<file path="src/euvf_pkg.sv">
// Shared types, widths and constants for the encoder unwrap and velocity filter.
package euvf_pkg;

  // Field widths
  localparam int ANGLE_W   = 12;
  localparam int DT_W      = 24;
  localparam int TF_W      = 20;
  localparam int THR_W     = 12;
  localparam int VEL_W     = 32;
  localparam int TURN_BITS = 20;

  // Datapath widths
  localparam int DANGLE_W = ANGLE_W + 2;            // step*4096 + difference
  localparam int DEN_W    = DT_W + 1;               // filter time + elapsed
  localparam int OPB_W    = TF_W + 1;               // signed multiplier operand
  localparam int PROD_W   = VEL_W + OPB_W;          // product width
  localparam int NUM_W    = PROD_W + 1;             // sum of two products
  localparam int MAG_W    = NUM_W - 1;              // magnitude of numerator
  localparam int CNT_W    = $clog2(MAG_W);

  // Configuration port
  localparam int CFG_IDX_W  = 1;
  localparam int CFG_DATA_W = TF_W;

  localparam logic [CFG_IDX_W-1:0] CFG_FILTER_TIME = 1'd0;
  localparam logic [CFG_IDX_W-1:0] CFG_WRAP_THR    = 1'd1;

  localparam logic [TF_W-1:0]  FILTER_TIME_RESET = 20'd9000;
  localparam logic [THR_W-1:0] WRAP_THR_RESET    = 12'd3277;

  localparam logic signed [OPB_W-1:0] US_PER_S = 21'sd1000000;

  // One input beat
  typedef struct packed {
    logic [ANGLE_W-1:0] enc_angle;
    logic [DT_W-1:0]    elapsed_us;
    logic               read_failed;
  } sample_t;

  // One result beat
  typedef struct packed {
    logic [ANGLE_W-1:0]      single_turn_angle;
    logic signed [VEL_W-1:0] multi_turn_angle;
    logic signed [VEL_W-1:0] velocity;
    logic                    velocity_saturated;
  } result_t;

  // Controller to datapath
  typedef struct packed {
    logic accept;     // latch sample, update angle and turns
    logic mul_a;      // dangle * 1e6
    logic mul_b;      // filter time * previous velocity
    logic sum;        // add the two products
    logic div_init;   // load divider
    logic div_step;   // one quotient bit
    logic finish;     // clamp and store velocity
    logic clear_sat;  // zero denominator: clear flag, keep velocity
    logic load_out;   // capture result beat
  } cmd_t;

  // Datapath to controller
  typedef struct packed {
    logic read_failed;
    logic den_zero;
    logic div_last;
  } status_t;

endpackage

</file>
<file path="src/euvf_ctrl.sv">
// Controller state machine: sequences unwrap, multiply, divide and result hand-off.
module euvf_ctrl (
  input  logic              clk,
  input  logic              rst,
  input  logic              sample_valid,
  output logic              sample_ready,
  output logic              result_valid,
  input  logic              result_ready,
  input  euvf_pkg::status_t status,
  output euvf_pkg::cmd_t    cmd
);
  import euvf_pkg::*;

  typedef enum logic [7:0] {
    S_IDLE     = 8'b0000_0001,
    S_MUL_A    = 8'b0000_0010,
    S_MUL_B    = 8'b0000_0100,
    S_SUM      = 8'b0000_1000,
    S_DIV_INIT = 8'b0001_0000,
    S_DIV      = 8'b0010_0000,
    S_FINISH   = 8'b0100_0000,
    S_DONE     = 8'b1000_0000
  } state_t;

  state_t state, state_next;
  logic   accept;
  logic   out_free;

  assign sample_ready = (state == S_IDLE);
  assign accept       = sample_valid && sample_ready;
  assign out_free     = !result_valid || result_ready;

  // Next state and commands
  always_comb begin
    state_next = state;
    cmd        = '0;
    case (state)
      S_IDLE: begin
        if (accept) begin
          cmd.accept = 1'b1;
          state_next = status.read_failed ? S_DONE : S_MUL_A;
        end
      end
      S_MUL_A: begin
        if (status.den_zero) begin
          cmd.clear_sat = 1'b1;
          state_next    = S_DONE;
        end else begin
          cmd.mul_a  = 1'b1;
          state_next = S_MUL_B;
        end
      end
      S_MUL_B: begin
        cmd.mul_b  = 1'b1;
        state_next = S_SUM;
      end
      S_SUM: begin
        cmd.sum    = 1'b1;
        state_next = S_DIV_INIT;
      end
      S_DIV_INIT: begin
        cmd.div_init = 1'b1;
        state_next   = S_DIV;
      end
      S_DIV: begin
        cmd.div_step = 1'b1;
        if (status.div_last) begin
          state_next = S_FINISH;
        end
      end
      S_FINISH: begin
        cmd.finish = 1'b1;
        state_next = S_DONE;
      end
      S_DONE: begin
        if (out_free) begin
          cmd.load_out = 1'b1;
          state_next   = S_IDLE;
        end
      end
      default: begin
        state_next = S_IDLE;
      end
    endcase
  end

  // State register
  always_ff @(posedge clk) begin
    if (rst) begin
      state <= S_IDLE;
    end else begin
      state <= state_next;
    end
  end

  // Result beat valid: set on load, drop when taken
  always_ff @(posedge clk) begin
    if (rst) begin
      result_valid <= 1'b0;
    end else if (cmd.load_out) begin
      result_valid <= 1'b1;
    end else if (result_ready) begin
      result_valid <= 1'b0;
    end
  end

  // Pending result is never overwritten
  assert property (@(posedge clk) disable iff (rst)
    cmd.load_out |-> (!result_valid || result_ready))
    else $error("result loaded over a pending beat");

  // A stalled result holds the controller in its hand-off state
  assert property (@(posedge clk) disable iff (rst)
    (state == S_DONE && result_valid && !result_ready) |=> (state == S_DONE))
    else $error("left hand-off state while result stalled");

  // A failed read goes straight to hand-off
  assert property (@(posedge clk) disable iff (rst)
    (accept && status.read_failed) |=> (state == S_DONE))
    else $error("failed read entered the arithmetic");

  // Last divider step leads to finish
  assert property (@(posedge clk) disable iff (rst)
    (state == S_DIV && status.div_last) |=> (state == S_FINISH))
    else $error("divider did not finish after its last step");

endmodule

</file>
<file path="src/euvf_dp.sv">
// Datapath: config registers, angle unwrap, shared multiplier, radix-2 divider, result register.
module euvf_dp (
  input  logic                                clk,
  input  logic                                rst,
  input  logic                                cfg_wr_en,
  input  logic [euvf_pkg::CFG_IDX_W-1:0]      cfg_index,
  input  logic [euvf_pkg::CFG_DATA_W-1:0]     cfg_wdata,
  input  euvf_pkg::sample_t                   sample,
  input  euvf_pkg::cmd_t                      cmd,
  output euvf_pkg::status_t                   status,
  output euvf_pkg::result_t                   result
);
  import euvf_pkg::*;

  localparam int MT_W  = TURN_BITS + ANGLE_W;
  localparam int EXT_W = (MT_W > VEL_W) ? MT_W : VEL_W;
  localparam logic signed [EXT_W-1:0] MT_HI = EXT_W'(32'sh7FFF_FFFF);
  localparam logic signed [EXT_W-1:0] MT_LO = EXT_W'(32'sh8000_0000);

  // Configuration
  logic [TF_W-1:0]  filter_time_us;
  logic [THR_W-1:0] wrap_threshold;

  // Held state
  logic [ANGLE_W-1:0]        last_angle;
  logic signed [TURN_BITS-1:0] turn_count;
  logic signed [VEL_W-1:0]   filtered_velocity;
  logic                      last_sat;

  // Working registers
  logic signed [DANGLE_W-1:0] dangle;
  logic [DEN_W-1:0]           den;
  logic signed [PROD_W-1:0]   prod;
  logic signed [NUM_W-1:0]    acc;
  logic [MAG_W-1:0]           quo;
  logic [DEN_W-1:0]           rem;
  logic                       num_neg;
  logic [CNT_W-1:0]           cnt;

  // Unwrap logic
  logic signed [ANGLE_W:0]    diff;
  logic [ANGLE_W-1:0]         diff_mag;
  logic                       wrap;
  logic signed [1:0]          step;
  logic signed [DANGLE_W-1:0] dangle_c;

  always_comb begin
    diff     = $signed({1'b0, sample.enc_angle}) - $signed({1'b0, last_angle});
    diff_mag = diff[ANGLE_W] ? ANGLE_W'(-diff) : diff[ANGLE_W-1:0];
    wrap     = diff_mag > wrap_threshold;
    if (!wrap) begin
      step = 2'sd0;
    end else if (diff > 0) begin
      step = -2'sd1;
    end else begin
      step = 2'sd1;
    end
    dangle_c = DANGLE_W'(diff) + $signed({step, {ANGLE_W{1'b0}}});
  end

  // Shared multiplier, operands picked per step
  logic signed [VEL_W-1:0]  op_a;
  logic signed [OPB_W-1:0]  op_b;
  logic signed [PROD_W-1:0] prod_c;

  assign op_a   = cmd.mul_b ? filtered_velocity : VEL_W'(dangle);
  assign op_b   = cmd.mul_b ? $signed({1'b0, filter_time_us}) : US_PER_S;
  assign prod_c = op_a * op_b;

  // Divider step
  logic [DEN_W:0] shifted;
  logic           ge;
  logic [DEN_W:0] diff_den;

  assign shifted  = {rem, quo[MAG_W-1]};
  assign diff_den = shifted - {1'b0, den};
  assign ge       = !diff_den[DEN_W];

  // Quotient sign and clamp
  logic [MAG_W-VEL_W:0]    q_hi;
  logic                    q_sat;
  logic signed [VEL_W-1:0] q_val;

  always_comb begin
    q_hi = quo[MAG_W-1:VEL_W-1];
    if (num_neg) begin
      q_sat = (q_hi != '0) && !((q_hi == (MAG_W-VEL_W+1)'(1)) && (quo[VEL_W-2:0] == '0));
      q_val = q_sat ? $signed(32'h8000_0000) : -$signed(quo[VEL_W-1:0]);
    end else begin
      q_sat = (q_hi != '0);
      q_val = q_sat ? $signed(32'h7FFF_FFFF) : $signed(quo[VEL_W-1:0]);
    end
  end

  // Multi-turn angle from held state
  logic signed [MT_W-1:0]  mt_full;
  logic signed [EXT_W-1:0] mt_ext;
  logic signed [VEL_W-1:0] mt_out;

  always_comb begin
    mt_full = $signed({turn_count, last_angle});
    mt_ext  = EXT_W'(mt_full);
    if (mt_ext > MT_HI) begin
      mt_out = $signed(32'h7FFF_FFFF);
    end else if (mt_ext < MT_LO) begin
      mt_out = $signed(32'h8000_0000);
    end else begin
      mt_out = VEL_W'(mt_ext);
    end
  end

  assign status.read_failed = sample.read_failed;
  assign status.den_zero    = (den == '0);
  assign status.div_last    = (cnt == CNT_W'(MAG_W - 1));

  // Configuration writes
  always_ff @(posedge clk) begin
    if (rst) begin
      filter_time_us <= FILTER_TIME_RESET;
      wrap_threshold <= WRAP_THR_RESET;
    end else if (cfg_wr_en) begin
      case (cfg_index)
        CFG_FILTER_TIME: filter_time_us <= cfg_wdata;
        CFG_WRAP_THR:    wrap_threshold <= cfg_wdata[THR_W-1:0];
        default: begin
        end
      endcase
    end
  end

  // Held state: angle, turns, velocity, flag
  always_ff @(posedge clk) begin
    if (rst) begin
      last_angle        <= '0;
      turn_count        <= '0;
      filtered_velocity <= '0;
      last_sat          <= 1'b0;
    end else begin
      if (cmd.accept && !sample.read_failed) begin
        last_angle <= sample.enc_angle;
        turn_count <= turn_count + TURN_BITS'(step);
      end
      if (cmd.clear_sat) begin
        last_sat <= 1'b0;
      end
      if (cmd.finish) begin
        filtered_velocity <= q_val;
        last_sat          <= q_sat;
      end
    end
  end

  // Arithmetic working registers
  always_ff @(posedge clk) begin
    if (cmd.accept) begin
      dangle <= dangle_c;
      den    <= DEN_W'(filter_time_us) + DEN_W'(sample.elapsed_us);
    end
    if (cmd.mul_a || cmd.mul_b) begin
      prod <= prod_c;
    end
    if (cmd.mul_b) begin
      acc <= NUM_W'(prod);
    end
    if (cmd.sum) begin
      acc <= acc + NUM_W'(prod);
    end
    if (cmd.div_init) begin
      num_neg <= acc[NUM_W-1];
      quo     <= acc[NUM_W-1] ? MAG_W'(-acc) : acc[MAG_W-1:0];
      rem     <= '0;
      cnt     <= '0;
    end
    if (cmd.div_step) begin
      rem <= ge ? diff_den[DEN_W-1:0] : shifted[DEN_W-1:0];
      quo <= {quo[MAG_W-2:0], ge};
      cnt <= cnt + CNT_W'(1);
    end
  end

  // Result beat
  always_ff @(posedge clk) begin
    if (cmd.load_out) begin
      result.single_turn_angle  <= last_angle;
      result.multi_turn_angle   <= mt_out;
      result.velocity           <= filtered_velocity;
      result.velocity_saturated <= last_sat;
    end
  end

endmodule

</file>
<file path="src/encoder_unwrap_velocity_filter.sv">
// Top level of the multi-turn encoder unwrap with low-pass velocity filter.
//
// Sample channel (sample_valid/sample_ready, payload sample): one beat per
// encoder reading with the 12-bit angle, microseconds since the last reading
// and a read-failed flag. Result channel (result_valid/result_ready, payload
// result): one beat per sample with single-turn angle, multi-turn angle,
// filtered velocity in counts per second and a saturation flag.
// Configuration: cfg_wr_en writes cfg_wdata to register cfg_index
// (0: filter time constant in us, 1: wrap threshold in counts).
// Throughput: one sample at a time. A good reading passes from accept to
// result load through two multiply steps, sum, divider setup, 53 radix-2
// divider steps, finish and hand-off, and the radix-2 divider loop takes
// most of that time. A failed read goes from accept straight to hand-off, a
// zero denominator to hand-off from its first check, skipping the arithmetic.
// The result sits in an output register, so the next sample is accepted
// while the previous result still waits; a stalled receiver holds the block
// at hand-off once the following result is ready.
// Reset (rst, synchronous): angle, turns, velocity and flag go to zero, the
// time constant to 9000 us and the threshold to 3277 counts.
module encoder_unwrap_velocity_filter (
  input  logic                            clk,
  input  logic                            rst,
  input  logic                            sample_valid,
  output logic                            sample_ready,
  input  euvf_pkg::sample_t               sample,
  output logic                            result_valid,
  input  logic                            result_ready,
  output euvf_pkg::result_t               result,
  input  logic                            cfg_wr_en,
  input  logic [euvf_pkg::CFG_IDX_W-1:0]  cfg_index,
  input  logic [euvf_pkg::CFG_DATA_W-1:0] cfg_wdata
);
  import euvf_pkg::*;

  cmd_t    cmd;
  status_t status;

  // Sequencer
  euvf_ctrl u_ctrl (
    .clk          (clk),
    .rst          (rst),
    .sample_valid (sample_valid),
    .sample_ready (sample_ready),
    .result_valid (result_valid),
    .result_ready (result_ready),
    .status       (status),
    .cmd          (cmd)
  );

  // Arithmetic and state
  euvf_dp u_dp (
    .clk       (clk),
    .rst       (rst),
    .cfg_wr_en (cfg_wr_en),
    .cfg_index (cfg_index),
    .cfg_wdata (cfg_wdata),
    .sample    (sample),
    .cmd       (cmd),
    .status    (status),
    .result    (result)
  );

endmodule
</file>
<file path="config.mk">
export PLATFORM = sky130hd
export DESIGN_NAME = encoder_unwrap_velocity_filter
export DESIGN_NICKNAME = d
export VERILOG_FILES = /design/src/euvf_pkg.sv /design/src/euvf_ctrl.sv /design/src/euvf_dp.sv /design/src/encoder_unwrap_velocity_filter.sv
export SDC_FILE = /design/constraint.sdc
export NUM_CORES = 2
export LEC_CHECK = 0
export BUFFER_PORTS_ARGS = -buffer_cell sky130_fd_sc_hd__buf_2
export CAP_MARGIN = 10
export CORE_ASPECT_RATIO = 1.2
export CORE_MARGIN = 2
export CORE_UTILIZATION = 36
export CTS_BUF_LIST = sky130_fd_sc_hd__clkbuf_8
export DETAILED_ROUTE_END_ITERATION = 10
export GPL_TIMING_DRIVEN = 0
export PLACE_DENSITY = 0.52
export SETUP_SLACK_MARGIN = 0.1
export SLEW_MARGIN = 20
export SYNTH_ARGS = -nofsm -noshare
export SYNTH_HDL_FRONTEND = slang
export SYNTH_SLANG_ARGS = --single-unit
</file>
<file path="constraint.sdc">
create_clock -name clk -period 11.95 [get_ports clk]
set_clock_uncertainty 0.15 [all_clocks]
set_input_delay 2.39 -clock clk [delete_from_list [all_inputs] [get_ports clk]]
set_output_delay 2.39 -clock clk [all_outputs]
set_load 0.1 [all_outputs]
</file>
==> impl_metrics.toml <==
[run_status]
status = "complete, no violations"

[yosys]
synth_top_area_frac = 0.271
ys.flop_type = "edfxtp_1"
ys.warnings.count = 0
synth_area_um2 = 47200
avgSynthCellArea_um2 = 9.16
synth_area_leaders = "fa_1, edfxtp_1, ha_1"
synth.distinct_cells = 85
synthArstFlopShare = 0
yosys.area.top_type = "fa_1"
synth_edf_count = 308
yosysMostFrequentCell = "inv_1"
synth.ff_latch_count = 414
ys_seq_area_frac = 0.241
synth_cells = 5154
netlist_top_cells_count = "inv_1, nand2_1, fa_1, a21oi_1, and3_1"
syn-num-nets = 6138

[global_routing]
grt_pass1_vias = 39700
antenna_found_initial = 10
grt_start_max_net_pins = 55
grt.total_usage = 0.259
grt_overflow = 0
grt_pass1_wl_um = 257000

[floorplanning]
fp.dieH_um = 401
core_area_um2 = 130000
die_area_um2 = 134000
rows = 145
die_width_um = 335
io_pins = 142
start_util = 0.363

[setup_path]
r2r_slack_ns = 0.36
r2r_start = "u_ctrl.state[4]"
cp-start-kind = "flop"
reg2regPathDepth = 32
critPathKind = "flop to flop"
crit_path_end_kind = "flop"
cpMostUsedCell = "fa_1"
cp_max_fo = 10
slowest_stage = "clkbuf_1"
slowest_delay_ns = 0.83
crit_family = "adder cells"
cp_num_buf_inv = 8
r2r-end = "u_dp.prod[52]"
worst_ep_required_time_ns = 12.33
crit_arrival_ns = 11.97

[cts]
clk_path_buf_depth = 3
cts.sinks = 414
insertion_delay_ns = 0.81
cts_root_buf = "clkbuf_8"
h-tree-depth = 3
cts_hold_buf = 0
clk_pin_slew_ns = 0.07
cts_setup_buffers = 0
cts_buffers = 76
cts_tree = "yes"

[timing]
maxSlewHeadroom = 0.223
setup_ws_ns = 0.363
fin_hold_ws_ns = 0.323
hold_viol_final = 0
setup_viol = 0
rsz0062_at_grt = "false"
finalMaxSlewViolations = 0
layout_min_cycle_time_ns = 11.59
fmax_ghz = 0.0863
worstMarginPinSlew_ns = 1.17
timing.setup.tns_ns = 0
period_share = 0.970

[hold_path]
min_from = "u_dp.turn_count[10]"
min_to = "u_dp.turn_count[10]"
holdPathStages = 2
min_path_type = "flop to flop"

[cells_and_area]
fin_util = 0.397
nets = 6365
drive_gt1_frac = 0.0570
fillers = 13100
syn_to_final_growth_pct = 9.54

[placed_design]
place_ws_ns = 0.297
gp_congestion = 0.979
post-dp-hpwl_um = 141000
port_buffers = 141

[route]
drc = 0
drt_iter0_drc = 2729
wire_per_inst_um = 24.1
viasPerCell = 5.37
drt-pass1-iter-count = 6
ant_nets = 0
vias = 38400
drt-total-wl_um = 172000

[job]
max_cap_viol_count = 0
==> worst register-to-register path: cells and delay by family (launching register included) <==
kind            cells  cell delay, ns
compound gates      5            2.02
fa+ha+maj           8            3.76
buf+inv             8            2.39
flops               1            0.33
simple gates       11            2.64
==> cell type report <==
class                      count  area [um^2]  share of cell area
antenna                       13         32.5            0.000629
clock inverter                57          277             0.00535
tap                         1690         2110              0.0409
sequential                   414        11400               0.220
clock buffer                  82         1130              0.0218
multi-input combinational   3693        32000               0.618
timing repair buffer         150          873              0.0169
inverter                     739         2770              0.0537
buffer                       307         1170              0.0227
==> routing by layer <==
layer | GRT usage | part of all wire | vias to the layer above
met3 | 0.0468 | 0.063 | 392
met4 | 0.147 | 0.067 | 6
met1 | 0.316 | 0.40 | 19200
li1 | - | - | 17500
met5 | 0 | 0.00022 | -
met2 | 0.430 | 0.47 | 1339
==> registers in the layout, indices dropped and copies added (netlist names) <==
| name | count |
|---|---|
| u_dp.result | 77 |
| u_dp.last_sat | 1 |
| u_dp.filter_time_us | 20 |
| u_dp.last_angle | 12 |
| u_dp.prod | 53 |
| u_dp.den | 25 |
| u_dp.dangle | 14 |
| u_ctrl.result_valid | 1 |
| u_dp.acc | 54 |
| u_dp.turn_count | 20 |
| u_dp.filtered_velocity | 32 |
| u_dp.quo | 53 |
| u_ctrl.state | 8 |
| u_dp.cnt | 6 |
| u_dp.rem | 25 |
| u_dp.wrap_threshold | 12 |
| u_dp.num_neg | 1 |
==> cells in the final DEF, fill, tap and decap left out, types with 14 or more instances in the layout <==
cell,n
ha_1,281
a21o_1,97
or3_1,23
o21a_1,18
and3_1,316
nor4_1,21
nor2b_1,23
a21oi_1,343
and2_1,37
xor2_1,111
o31ai_1,40
clkinv_2,15
o21ai_0,177
nand4_1,17
buf_2,144
inv_1,762
o21bai_1,19
nand2_1,728
clkbuf_1,293
or4_1,17
dfxtp_1,106
a211oi_1,25
a31oi_1,21
mux2i_1,24
nor3_1,64
clkbuf_8,82
edfxtp_1,308
nor2_1,243
fa_1,640
nand2b_1,32
nand3_1,56
xnor2_1,122
nand3b_1,19
o211ai_1,14
==> through the flow <==
stage | area [um^2] | cells
3_3_place_gp | 50000 | 6985
3_5_place_dp | 50300 | 6994
4_1_cts | 51700 | 7133
5_1_grt | 51700 | 7136
2_1_floorplan | 47200 | 5154
6_report | 51700 | 7145
==> timing repair <==
| action | 4_1_cts | 5_1_grt |
|---|---|---|
| resized for setup | 0 | 6 |
| setup endpoints to repair | 0 | 2 |
| hold endpoints to repair | 0 | 0 |
==> worst max-delay path by stage <==
stage                          from                  end  slack, ns  cells past startpoint
finish              u_ctrl.state[4]        u_dp.prod[52]       0.36                     32
global route        u_ctrl.state[4]        u_dp.prod[52]       0.22                     28
CTS                 u_ctrl.state[4]        u_dp.prod[52]       0.22                     31
detailed placement  u_ctrl.state[0]        u_dp.prod[52]       0.30                     31
global placement         sample[25]  u_dp.turn_count[19]      -0.52                     30
floorplan                sample[25]  u_dp.turn_count[19]       1.88                     29
==> logic make-up (layout without fill, tap and decap cells) <==
kind of cell / Yosys count / count (layout) / synth area share
simple gates: 1643 / 1643 / 0.166
buf+inv: 1047 / 1335 / 0.0835
fa+ha+maj: 921 / 921 / 0.346
compound gates: 867 / 867 / 0.114
flops: 414 / 414 / 0.241
xor+xnor: 233 / 233 / 0.0432
mux: 29 / 29 / 0.00628
other cells: 0 / 13 / 0
Power is left out: the tool's default activity adds up to more than one toggle a clock period on the data nets, which glitch-free logic cannot reach.
